File: src/rtl/vspd_pkg.sv
// Shared types, widths and register codes for the vehicle speed PI drive.
// No dependencies; imported by every module of the block.
package vspd_pkg;

   localparam int ERR_W   = 17;  // speed or yaw error, signed
   localparam int MUL_A_W = 18;  // shared multiplier, narrow operand
   localparam int MUL_B_W = 35;  // shared multiplier, wide operand
   localparam int PROD_W  = MUL_A_W + MUL_B_W;
   localparam int INT_W   = 40;  // error integral
   localparam int ACC_W   = 52;  // PI sum before clamping
   localparam int ADDR_W  = 5;

   typedef enum logic [2:0] {
      REG_SPEED_GAIN     = 3'd0,
      REG_INTEGRAL_GAIN  = 3'd1,
      REG_INTEGRAL_LIMIT = 3'd2,
      REG_YAW_GAIN       = 3'd3,
      REG_REVERSE_ENABLE = 3'd4
   } reg_idx_type;

   typedef struct packed {
      logic [15:0] speed_gain;
      logic [15:0] integral_gain;
      logic [31:0] integral_limit;
      logic [15:0] yaw_gain;
      logic        reverse_enable;
   } cfg_type;

endpackage

File: src/rtl/vspd_csr.sv
// APB register file for the drive gains, integral limit and reverse enable.
// Depends on vspd_pkg for the register codes and the cfg_type struct.
module vspd_csr
   import vspd_pkg::*;
(
   input  logic              clock,
   input  logic              reset,
   input  logic              psel,
   input  logic              penable,
   input  logic              pwrite,
   input  logic [ADDR_W-1:0] paddr,
   input  logic [31:0]       pwdata,
   output logic [31:0]       prdata,
   output logic              pready,
   output cfg_type           cfg
);

   cfg_type     cfg_ff;
   cfg_type     cfg_in;
   reg_idx_type idx;
   logic        wr_en;

   assign idx    = reg_idx_type'(paddr[ADDR_W-1:2]);
   assign wr_en  = psel && penable && pwrite;
   assign pready = 1'b1;
   assign cfg    = cfg_ff;

   always_comb begin
      cfg_in = cfg_ff;
      if (wr_en) begin
         unique case (idx)
            REG_SPEED_GAIN:     cfg_in.speed_gain     = pwdata[15:0];
            REG_INTEGRAL_GAIN:  cfg_in.integral_gain  = pwdata[15:0];
            REG_INTEGRAL_LIMIT: cfg_in.integral_limit = pwdata;
            REG_YAW_GAIN:       cfg_in.yaw_gain       = pwdata[15:0];
            REG_REVERSE_ENABLE: cfg_in.reverse_enable = pwdata[0];
            default:            cfg_in = cfg_ff;  // unmapped: ignored
         endcase
      end
   end

   always_comb begin
      unique case (idx)
         REG_SPEED_GAIN:     prdata = {16'd0, cfg_ff.speed_gain};
         REG_INTEGRAL_GAIN:  prdata = {16'd0, cfg_ff.integral_gain};
         REG_INTEGRAL_LIMIT: prdata = cfg_ff.integral_limit;
         REG_YAW_GAIN:       prdata = {16'd0, cfg_ff.yaw_gain};
         REG_REVERSE_ENABLE: prdata = {31'd0, cfg_ff.reverse_enable};
         default:            prdata = 32'd0;
      endcase
   end

   always_ff @(posedge clock) begin
      if (reset) begin
         cfg_ff.speed_gain     <= 16'd0;
         cfg_ff.integral_gain  <= 16'd0;
         cfg_ff.integral_limit <= 32'd0;
         cfg_ff.yaw_gain       <= 16'd0;
         cfg_ff.reverse_enable <= 1'b1;
      end else begin
         cfg_ff <= cfg_in;
      end
   end

endmodule

File: src/rtl/vspd_mul.sv
// Shared signed multiplier with a registered product.
// Depends on vspd_pkg for the operand widths.
module vspd_mul
   import vspd_pkg::*;
(
   input  logic                      clock,
   input  logic signed [MUL_A_W-1:0] mul_a,
   input  logic signed [MUL_B_W-1:0] mul_b,
   output logic signed [PROD_W-1:0]  prod
);

   logic signed [PROD_W-1:0] prod_ff;
   logic signed [PROD_W-1:0] prod_in;

   assign prod_in = PROD_W'(mul_a) * PROD_W'(mul_b);
   assign prod    = prod_ff;

   always_ff @(posedge clock) begin
      prod_ff <= prod_in;
   end

endmodule

File: src/rtl/vehicle_speed_pi_drive.sv
// Top level of the vehicle speed PI drive: sequencer and datapath around one
// shared multiplier. Depends on vspd_pkg, vspd_csr and vspd_mul.
//
//  channel | direction | handshake            | payload
//  --------+-----------+----------------------+-------------------------------
//  req     | in        | req_valid/req_ready  | restart, speeds, yaw, gear, dt
//  rsp     | out       | rsp_valid/rsp_ready  | steering, throttle, brake, gear
//  csr     | in/out    | APB, pready tied high| gains, limit, reverse enable
//
// Each request makes four passes through the shared multiplier in sequence
// (S_ED, S_INT, S_PI, S_ACC), then the output step S_OUT registers the result.
// req_ready is high only while the sequencer is idle, so the next request is
// taken only after the last has left S_OUT. A result waiting in the output
// register holds the sequencer in its last step until it is taken. Reset is
// synchronous: clears sequencer, integral and CSRs, but sets reverse enable.
module vehicle_speed_pi_drive
   import vspd_pkg::*;
(
   input  logic              clock,
   input  logic              reset,
   input  logic              req_valid,
   output logic              req_ready,
   input  logic              req_restart,
   input  logic signed [15:0] req_target_speed,
   input  logic signed [15:0] req_measured_speed,
   input  logic signed [15:0] req_target_yaw_rate,
   input  logic signed [15:0] req_measured_yaw_rate,
   input  logic signed [3:0]  req_current_gear,
   input  logic [15:0]       req_time_step,
   output logic              rsp_valid,
   input  logic              rsp_ready,
   output logic signed [15:0] rsp_steering,
   output logic [14:0]       rsp_throttle,
   output logic [14:0]       rsp_brake,
   output logic [1:0]        rsp_gear_request,
   input  logic              psel,
   input  logic              penable,
   input  logic              pwrite,
   input  logic [ADDR_W-1:0] paddr,
   input  logic [31:0]       pwdata,
   output logic [31:0]       prdata,
   output logic              pready
);

   typedef enum logic [2:0] {
      S_IDLE, S_ED, S_INT, S_PI, S_ACC, S_OUT
   } state_type;

   cfg_type cfg;

   state_type                state_ff, state_in;
   logic signed [INT_W-1:0]  integral_ff, integral_in;
   logic signed [ERR_W-1:0]  err_ff, err_in;
   logic signed [ERR_W-1:0]  yerr_ff, yerr_in;
   logic [15:0]              dt_ff, dt_in;
   logic                     ms_neg_ff, ms_neg_in;
   logic                     ms_pos_ff, ms_pos_in;
   logic                     gear_neg_ff, gear_neg_in;
   logic signed [ACC_W-1:0]  acc_ff, acc_in;
   logic                     rsp_valid_ff, rsp_valid_in;
   logic signed [15:0]       steer_ff, steer_in;
   logic [14:0]              thr_ff, thr_in;
   logic [14:0]              brk_ff, brk_in;
   logic [1:0]               greq_ff, greq_in;

   logic signed [MUL_A_W-1:0] mul_a;
   logic signed [MUL_B_W-1:0] mul_b;
   logic signed [PROD_W-1:0]  prod;

   logic signed [INT_W:0]    int_sum, lim_pos, lim_neg;
   logic signed [33:0]       acc_cl;
   logic [32:0]              acc_abs;
   logic [15:0]              mag_raw;
   logic [14:0]              mag;
   logic                     acc_gt0;
   logic signed [17:0]       s_cl, s_half;
   logic signed [15:0]       steer_val;
   logic                     out_free;

   vspd_csr u_csr (
      .clock   (clock),
      .reset   (reset),
      .psel    (psel),
      .penable (penable),
      .pwrite  (pwrite),
      .paddr   (paddr),
      .pwdata  (pwdata),
      .prdata  (prdata),
      .pready  (pready),
      .cfg     (cfg)
   );

   vspd_mul u_mul (
      .clock (clock),
      .mul_a (mul_a),
      .mul_b (mul_b),
      .prod  (prod)
   );

   assign req_ready        = (state_ff == S_IDLE);
   assign rsp_valid        = rsp_valid_ff;
   assign rsp_steering     = steer_ff;
   assign rsp_throttle     = thr_ff;
   assign rsp_brake        = brk_ff;
   assign rsp_gear_request = greq_ff;
   assign out_free         = !rsp_valid_ff || rsp_ready;

   // integral update: add the error step, then clamp to the symmetric limit
   assign lim_pos = $signed({9'd0, cfg.integral_limit});
   assign lim_neg = -lim_pos;
   assign int_sum = {integral_ff[INT_W-1], integral_ff} + prod[INT_W:0];

   // PI sum clamped to plus or minus one (2^32), magnitude in unsigned Q0.15
   always_comb begin
      if (acc_ff > $signed(ACC_W'(64'sd4294967296)))
         acc_cl = 34'sd4294967296;
      else if (acc_ff < -$signed(ACC_W'(64'sd4294967296)))
         acc_cl = -34'sd4294967296;
      else
         acc_cl = acc_ff[33:0];
      acc_abs = acc_cl[33] ? 33'(-acc_cl) : acc_cl[32:0];
      mag_raw = acc_abs[32:17];
      mag     = mag_raw[15] ? 15'h7fff : mag_raw[14:0];
      acc_gt0 = !acc_ff[ACC_W-1] && (acc_ff != '0);
   end

   // steering: clamp, halve towards zero, saturate to plus or minus 32767
   always_comb begin
      if (prod > $signed(PROD_W'(65536)))
         s_cl = 18'sd65536;
      else if (prod < -$signed(PROD_W'(65536)))
         s_cl = -18'sd65536;
      else
         s_cl = prod[17:0];
      s_half = (s_cl + $signed({17'd0, s_cl[17]})) >>> 1;
      if (s_half > 18'sd32767)
         steer_val = 16'sd32767;
      else if (s_half < -18'sd32767)
         steer_val = -16'sd32767;
      else
         steer_val = s_half[15:0];
   end

   always_comb begin
      state_in     = state_ff;
      integral_in  = integral_ff;
      err_in       = err_ff;
      yerr_in      = yerr_ff;
      dt_in        = dt_ff;
      ms_neg_in    = ms_neg_ff;
      ms_pos_in    = ms_pos_ff;
      gear_neg_in  = gear_neg_ff;
      acc_in       = acc_ff;
      rsp_valid_in = rsp_valid_ff && !rsp_ready;
      steer_in     = steer_ff;
      thr_in       = thr_ff;
      brk_in       = brk_ff;
      greq_in      = greq_ff;
      mul_a        = '0;
      mul_b        = '0;
      unique case (state_ff)
         S_IDLE: begin
            if (req_valid) begin
               err_in      = ERR_W'(req_target_speed) - ERR_W'(req_measured_speed);
               yerr_in     = ERR_W'(req_target_yaw_rate) - ERR_W'(req_measured_yaw_rate);
               dt_in       = req_time_step;
               ms_neg_in   = req_measured_speed[15];
               ms_pos_in   = !req_measured_speed[15] && (req_measured_speed != 16'sd0);
               gear_neg_in = req_current_gear[3];
               if (req_restart)
                  integral_in = '0;
               state_in = S_ED;
            end
         end
         S_ED: begin
            mul_a    = MUL_A_W'(err_ff);
            mul_b    = $signed({{(MUL_B_W-16){1'b0}}, dt_ff});
            state_in = S_INT;
         end
         S_INT: begin
            if (int_sum > lim_pos)
               integral_in = lim_pos[INT_W-1:0];
            else if (int_sum < lim_neg)
               integral_in = lim_neg[INT_W-1:0];
            else
               integral_in = int_sum[INT_W-1:0];
            mul_a    = $signed({2'b00, cfg.speed_gain});
            mul_b    = MUL_B_W'(err_ff);
            state_in = S_PI;
         end
         S_PI: begin
            acc_in   = {prod[35:0], 16'd0};
            mul_a    = $signed({2'b00, cfg.integral_gain});
            mul_b    = integral_ff[MUL_B_W-1:0];  // |I| < 2^32 fits
            state_in = S_ACC;
         end
         S_ACC: begin
            acc_in   = acc_ff + prod[ACC_W-1:0];
            mul_a    = $signed({2'b00, cfg.yaw_gain});
            mul_b    = MUL_B_W'(yerr_ff);
            state_in = S_OUT;
         end
         S_OUT: begin
            // product holds the yaw term until the output register frees up
            mul_a = $signed({2'b00, cfg.yaw_gain});
            mul_b = MUL_B_W'(yerr_ff);
            if (out_free) begin
               rsp_valid_in = 1'b1;
               steer_in     = steer_val;
               thr_in       = '0;
               brk_in       = '0;
               greq_in      = 2'd0;
               if (acc_gt0) begin
                  if (!ms_neg_ff && !gear_neg_ff) begin
                     thr_in = mag;
                  end else begin
                     greq_in = 2'd1;
                     brk_in  = mag;
                  end
               end else begin
                  if (ms_pos_ff || !cfg.reverse_enable) begin
                     brk_in = mag;
                  end else begin
                     greq_in = 2'd2;
                     thr_in  = mag;
                  end
               end
               state_in = S_IDLE;
            end
         end
         default: state_in = S_IDLE;
      endcase
   end

   always_ff @(posedge clock) begin
      if (reset) begin
         state_ff     <= S_IDLE;
         integral_ff  <= '0;
         rsp_valid_ff <= 1'b0;
      end else begin
         state_ff     <= state_in;
         integral_ff  <= integral_in;
         rsp_valid_ff <= rsp_valid_in;
      end
      err_ff      <= err_in;
      yerr_ff     <= yerr_in;
      dt_ff       <= dt_in;
      ms_neg_ff   <= ms_neg_in;
      ms_pos_ff   <= ms_pos_in;
      gear_neg_ff <= gear_neg_in;
      acc_ff      <= acc_in;
      steer_ff    <= steer_in;
      thr_ff      <= thr_in;
      brk_ff      <= brk_in;
      greq_ff     <= greq_in;
   end

`ifndef SYNTHESIS
   // integral stays inside the configured limit once clamped
   a_int_bound: assert property (@(posedge clock) disable iff (reset)
      (state_ff == S_PI) |->
         ($signed({integral_ff[INT_W-1], integral_ff}) <= lim_pos &&
          $signed({integral_ff[INT_W-1], integral_ff}) >= lim_neg))
      else $error("integral outside limit");

   a_busy_after_accept: assert property (@(posedge clock) disable iff (reset)
      (req_valid && req_ready) |=> !req_ready)
      else $error("request taken while busy");

   a_thr_brk_excl: assert property (@(posedge clock) disable iff (reset)
      rsp_valid |-> (rsp_throttle == 15'd0 || rsp_brake == 15'd0))
      else $error("throttle and brake both applied");

   a_gear_code: assert property (@(posedge clock) disable iff (reset)
      rsp_valid |-> (rsp_gear_request != 2'd3))
      else $error("invalid gear request");

   a_result_pending: assert property (@(posedge clock) disable iff (reset)
      (state_ff == S_OUT && rsp_valid_ff && !rsp_ready) |=> (state_ff == S_OUT))
      else $error("result overwritten before being taken");
`endif

endmodule
File: config.mk
export PLATFORM = sky130hd
export DESIGN_NAME = vehicle_speed_pi_drive
export DESIGN_NICKNAME = d
export VERILOG_FILES = /design/src/rtl/vspd_pkg.sv /design/src/rtl/vspd_csr.sv /design/src/rtl/vspd_mul.sv /design/src/rtl/vehicle_speed_pi_drive.sv
export SDC_FILE = /design/constraint.sdc
export NUM_CORES = 2
export LEC_CHECK = 0
export ABC_CLOCK_PERIOD_IN_PS = 10000
export BUFFER_PORTS_ARGS = -buffer_cell sky130_fd_sc_hd__clkbuf_2
export CELL_PAD_IN_SITES_DETAIL_PLACEMENT = 1
export CELL_PAD_IN_SITES_GLOBAL_PLACEMENT = 2
export CORE_MARGIN = 10
export CORE_UTILIZATION = 40
export DETAILED_ROUTE_END_ITERATION = 8
export PLACE_DENSITY = 0.87
export SLEW_MARGIN = 5
export SYNTH_ARGS = -nofsm -noshare
export SYNTH_HDL_FRONTEND = slang
export SYNTH_SLANG_ARGS = --single-unit
File: constraint.sdc
create_clock -name clock -period 10 [get_ports clock]
set_clock_uncertainty 0.05 [all_clocks]
set_input_delay 2 -clock clock [delete_from_list [all_inputs] [get_ports clock]]
set_output_delay 2 -clock clock [all_outputs]
set_load 0.02 [all_outputs]
; Word-level counts from Yosys, hierarchy flattened
; Index checks and enable logic that the tools add are counted.
[op_classes]
addsub = 7
multipliers = 1
magnitude_cmp = 8
eq_ne = 12
mux = 30
n_reduce_logical = 32
[op_table]
columns = operator, count
row1 = two-way mux 40 bit, 4
row2 = case mux 32 bit (5 select lines), 1
row3 = case mux 35 bit (4 select lines), 1
row4 = two-way mux 15 bit, 7
row5 = case mux 52 bit (2 select lines), 1
row6 = case mux 40 bit (2 select lines), 1
row7 = case mux 18 bit (4 select lines), 1
row8 = two-way mux 34 bit, 2
row9 = greater-than comparator 53 x 18 -> 1 bit (second input constant), 1
row10 = less-than comparator 53 x 17 -> 1 bit (second input constant), 1
row11 = multiplier 18 x 35 -> 53 bit, 1
row12 = adder 52 bit, 1
row13 = greater-than comparator 52 x 34 -> 1 bit (second input constant), 1
row14 = less-than comparator 52 x 33 -> 1 bit (second input constant), 1
row15 = nonzero test 52 bit, 1
row16 = adder 41 bit, 1
row17 = greater-than comparator 41 x 33 -> 1 bit, 1
row18 = less-than comparator 41 bit, 1
row19 = negation 32 -> 41 bit, 1
row20 = two-way mux 18 bit, 2
row21 = subtractor 16 x 16 -> 17 bit, 2
row22 = two-way mux 33 bit, 1
row23 = negation 33 bit, 1
row24 = adder 18 x 2 -> 18 bit, 1
row25 = 21 further kinds, 54
[word_totals]
reg_bits = 331
input_bits = 129
out_inout_bits = 83
wordCells = 111

; Logic depth before layout (Yosys ltp)
[depth]
ltp_word = 8
mapped_depth = 33
depth_no_buf = 29

; Hierarchy
; A second synthesis with hierarchy kept.
[hier_totals]
hier_cells = 5118
area_unflattened_um2 = 45338.5
[modules_own_cells]
columns = mod, instances, cells_per_inst, area_each_um2, seq_area_each_um2
row1 = vspd_mul, 1, 2487, 22589.2, 1061.0
row2 = vehicle_speed_pi_drive, 1, 2221, 18749.2, 5475.3
row3 = vspd_csr, 1, 410, 4000.1, 1621.6

; Least setup slack after synthesis
; OpenSTA, ideal clock, no wires.
[synth_timing]
path_kind = register to register
startpoint = register state_ff[1]
endpoint = register u_mul.prod_ff[52] (netlist: u_mul.prod[52])
setup_time_ps = 128
t_arrival_ps = 8192
required_time_ps = 9822
path_slack_ps = 1630
path_stages_with_launch = 30
path_buffers = 4
period_less_slack_ps = 8370
cell_sequence = dfxtp_1 > clkbuf_1 > nor2b_1 > clkbuf_1 > clkbuf_1 > a221oi_1 > a21oi_1 > clkbuf_1 > nand2_1 > fa_1 > inv_1 > fa_1 > fa_1 > fa_1 > fa_1 > inv_1 > fa_1 > inv_1 > ha_1 > and3_1 > a221oi_1 > inv_1 > a221oi_1 > o31a_1 > o21ai_1 > a21oi_1 > o211ai_1 > o41ai_1 > mux2i_1 > nand4_1
[synth_via]
elab_chain_len = 4
elab_cells_between_ends = 9
classes_between = 1 x mul / 5 x eq/ne / 2 x mux / 1 x reduce/logical
[synth_lines]
columns = item, line
row1 = from (decl), vehicle_speed_pi_drive.sv:51  ; state_type state_ff, state_in;
row2 = from (signal assigned), vehicle_speed_pi_drive.sv:241  ; state_ff <= state_in;
row3 = == test 3 bit, vehicle_speed_pi_drive.sv:161  ; unique case (state_ff)
row4 = OR reduction 2 bit (no line), -
row5 = case mux 18 bit (4 select lines) / case mux 35 bit (4 select lines) (equally long branches), vehicle_speed_pi_drive.sv:161
row6 = multiplier 18 x 35 -> 53 bit *, vspd_mul.sv:15  ; assign prod_in = PROD_W'(mul_a) * PROD_W'(mul_b);
row7 = named net u_mul.prod_in[52], vspd_mul.sv:13  ; logic signed [PROD_W-1:0] prod_in;
row8 = to (signal assigned), vspd_mul.sv:19  ; prod_ff <= prod_in;
row9 = to (decl), vspd_mul.sv:12  ; logic signed [PROD_W-1:0] prod_ff;
; Mark *: on every way through the listed nets, which the timed path passes. The rest lies on a longest branch.
; A chain may end at the register's enable or synchronous reset.

; Worst setup path after layout
[layout_timing]
startpoint = register state_ff[1]
endpoint = register u_mul.prod_ff[43] (netlist: u_mul.prod[43])
; The elaborated chain is that of the path after synthesis.

==> out/results.tsv <==
metric	value	unit
status	complete, no violations	
Die ar.	125000	um2
worst vdd ir	0.212	mV
net count of the finished layout	6388	
root buffer cell	clkbuf_16	
WS Path Type	reg2reg	
mean post-synth cell area	8.57	um2
RSZ-0062 raised after global routing	false	
Overflow after GRT	0	
Post-synth ARST share	0	%
Critical Path Start Type	register	
post-synth cell types	98	
LEAKAGE	22.2	nW
commonest cells after routing, fill and taps aside	inv_1 (869), nand2_1 (739), fa_1 (605), nor2_1 (408), ha_1 (324)	
fmax	107	MHz
die height	354	um
number of synthesized register bits	331	
DRC Markers	0	
register area share after synthesis	18.3	%
Fin Setup TNS	0	ns
Yosys Warn Count	0	
Worst Max-Slew Pin Slew	1.29	ns
CTS Sinks	331	
length of the first detailed-routing pass in iterations	7	
IO Count	212	
clock buffer depth	3	
CTS tree	built	
Cell Pwr Density	177	nW/um2
commonest non-fill, non-tap cell in the layout	inv_1	
initial antenna violation count	9	
initial core utilization	40.3	%
area delta synth->final	9.79	%
GRT Util Overall	26.0	%
Slew Limit Fails	0	
max-cap viol count	0	
area leader, netlist	fa_1	
register clock-pin slew on the reported worst setup and hold paths	0.06	ns
final setup fails	0	
GPL Wtd Cong	0.923	
Synth top area share	27.1	%
DR vias	38389	
Post-DP Area	47500	um2
final cell count without fillers	6852	
total number of H-tree levels	2	
IO Port Bufs	205	
row cnt	122	
TritonCTS buffer count	42	
Detail Placement HPWL	133000	um
largest net degree at the start of global routing	91	
WP data required	10.39	ns
area of the core	111000	um2
Mapped Area	44600	um2
FILL cells	13096	
HP Class	reg2reg	
post-route cell area	49000	um2
leading post-synthesis cells by cell area	fa_1 (27%), edfxtp_1 (10%), ha_1 (9.1%)	
worst-skew pair later-pin latency	0.62	ns
Cells after Synth	5207	
Post-CTS Repair Setup Buffers	0	
Final Critical Period	9.37	ns
final hold violation count	0	
placed cells	6774	
# resized after CTS	0	
n_diodes	0	
period utilization	93.7	%
routed wire length	165000	um
drt wl/cell	24.1	um
die width	354	um
first-pass GRT wire length	253000	um
Final ANT Viol Nets	0	
1st-iter DRT viols	2615	
Main synth FF type	dfxtp_1	
largest fanout on the critical path	33	
share of cells above drive strength 1	9.25	%
vias in the first global route	41329	
hold_buf cts	0	
Slew headroom	13.1	%
EDFF count, synth	153	
vias per cell	5.60	
crit path DAT	9.77	ns
critical path capture point type	register	
[sequential cells by signal, summed over array words and instances (netlist names), 2 cells and up]
register,cells
rsp_brake,15
yerr_ff,17
u_mul.prod,53
dt_ff,16
err_ff,17
acc_ff,52
rsp_throttle,15
integral_ff,40
state_ff,3
rsp_steering,16
rsp_gear_request,2
u_csr.cfg,81
[cell families after synthesis]
family | Yosys count | synth area share, %
other | 2 | 0.0168
AND/OR/NAND/NOR | 1633 | 16.5
adder cells (fa/ha/maj) | 930 | 36.3
flip-flops | 331 | 18.3
multiplexers | 60 | 1.89
XOR/XNOR | 189 | 3.71
AO/OA/AOI/OAI | 949 | 13.9
buffers and inverters | 1113 | 9.46
[layer usage]
metal	part of all wire (%)	track usage [%]	vias up
li1	-	-	17217
met1	42	33.2	19709
met2	48	44.2	1152
met3	6.8	4.66	301
met4	3.6	8.10	10
met5	0.056	0	-
[cells in the mapped netlist, types with 12 or more instances]
cell type and n:
dfxtp_1 178, nand4_1 54, clkbuf_1 205, nor3_1 80, nor2_1 410, nor3b_1 12, a32o_1 23, a21o_1 108
mux2_2 35, o21bai_1 22, nand2b_1 58, and3_1 27, nand2_1 739, inv_1 869, o21a_1 49, and2_1 34
ha_1 324, o21ai_1 15, fa_1 605, xnor2_1 143, a22o_1 17, a221oi_1 18, o31ai_1 23, a211oi_1 33
xor2_1 46, and3b_1 14, or3_1 14, nor2b_1 47, mux4_2 16, edfxtp_1 153, nand3_1 61, a31oi_1 23
o21ai_0 191, buf_1 20, or2_2 13, a21boi_0 13, o211ai_1 22, a21oi_1 274, nor4_1 31
[cell type report]
| cell class | instances | area [um2] | share of cell area [%] |
|---|---|---|---|
| repair buffers | 305 | 1790 | 3.65 |
| multi-input cells | 3781 | 32400 | 66.1 |
| flip-flops and latches | 331 | 8160 | 16.7 |
| inverters | 869 | 3260 | 6.66 |
| well taps | 1488 | 1860 | 3.80 |
| clock buffers | 49 | 1130 | 2.30 |
| clock inverters | 29 | 397 | 0.810 |
[power by group]
group	switching [mW]	internal, mW
Clock	0.687	1.00
Combinational	3.16	1.82
Sequential	0.358	1.62
Total	4.21	4.45
[stage by stage]
step	hold WS, ns	power (mW)	util, %	setup WS (ns)
after floorplan	0.382	5.25	-	1.63
after global placement	0.394	6.75	42.9	0.811
after detailed placement	0.402	6.90	42.9	0.711
after CTS	0.410	8.63	44.3	0.618
after global routing	0.442	9.27	44.3	0.210
final	0.412	8.65	44.3	0.626
[path summary, 6_finish.rpt]
path,startpoint,end,slack [ns],depth (start not counted)
max,state_ff[1],u_mul.prod[43],0.63,27
min,u_csr.cfg[45],u_csr.cfg[45],0.41,2
max reg2reg,state_ff[1],u_mul.prod[43],0.63,27
min reg2reg,u_csr.cfg[45],u_csr.cfg[45],0.41,2
[worst max-delay path: stages (launching register included)]
cell      delay (ns)
dfxtp_2         0.85
buf_4           0.31
mux2_2          0.35
a221oi_1        0.31
a21o_1          0.70
nor2_1          0.17
fa_1            0.54
inv_1           0.07
fa_1            0.53
fa_1            0.53
inv_1           0.06
fa_1            0.48
fa_1            0.55
inv_1           0.05
fa_1            0.52
inv_1           0.04
ha_1            0.34
and3_1          0.17
a221oi_1        0.50
o21a_1          0.22
o211ai_1        0.13
a31o_2          0.30
a31o_2          0.25
a21oi_1         0.22
o21ai_0         0.17
nor2b_1         0.17
or4_1           0.47
o311ai_0        0.14
Note: power is estimated with default switching activity, not from simulation.
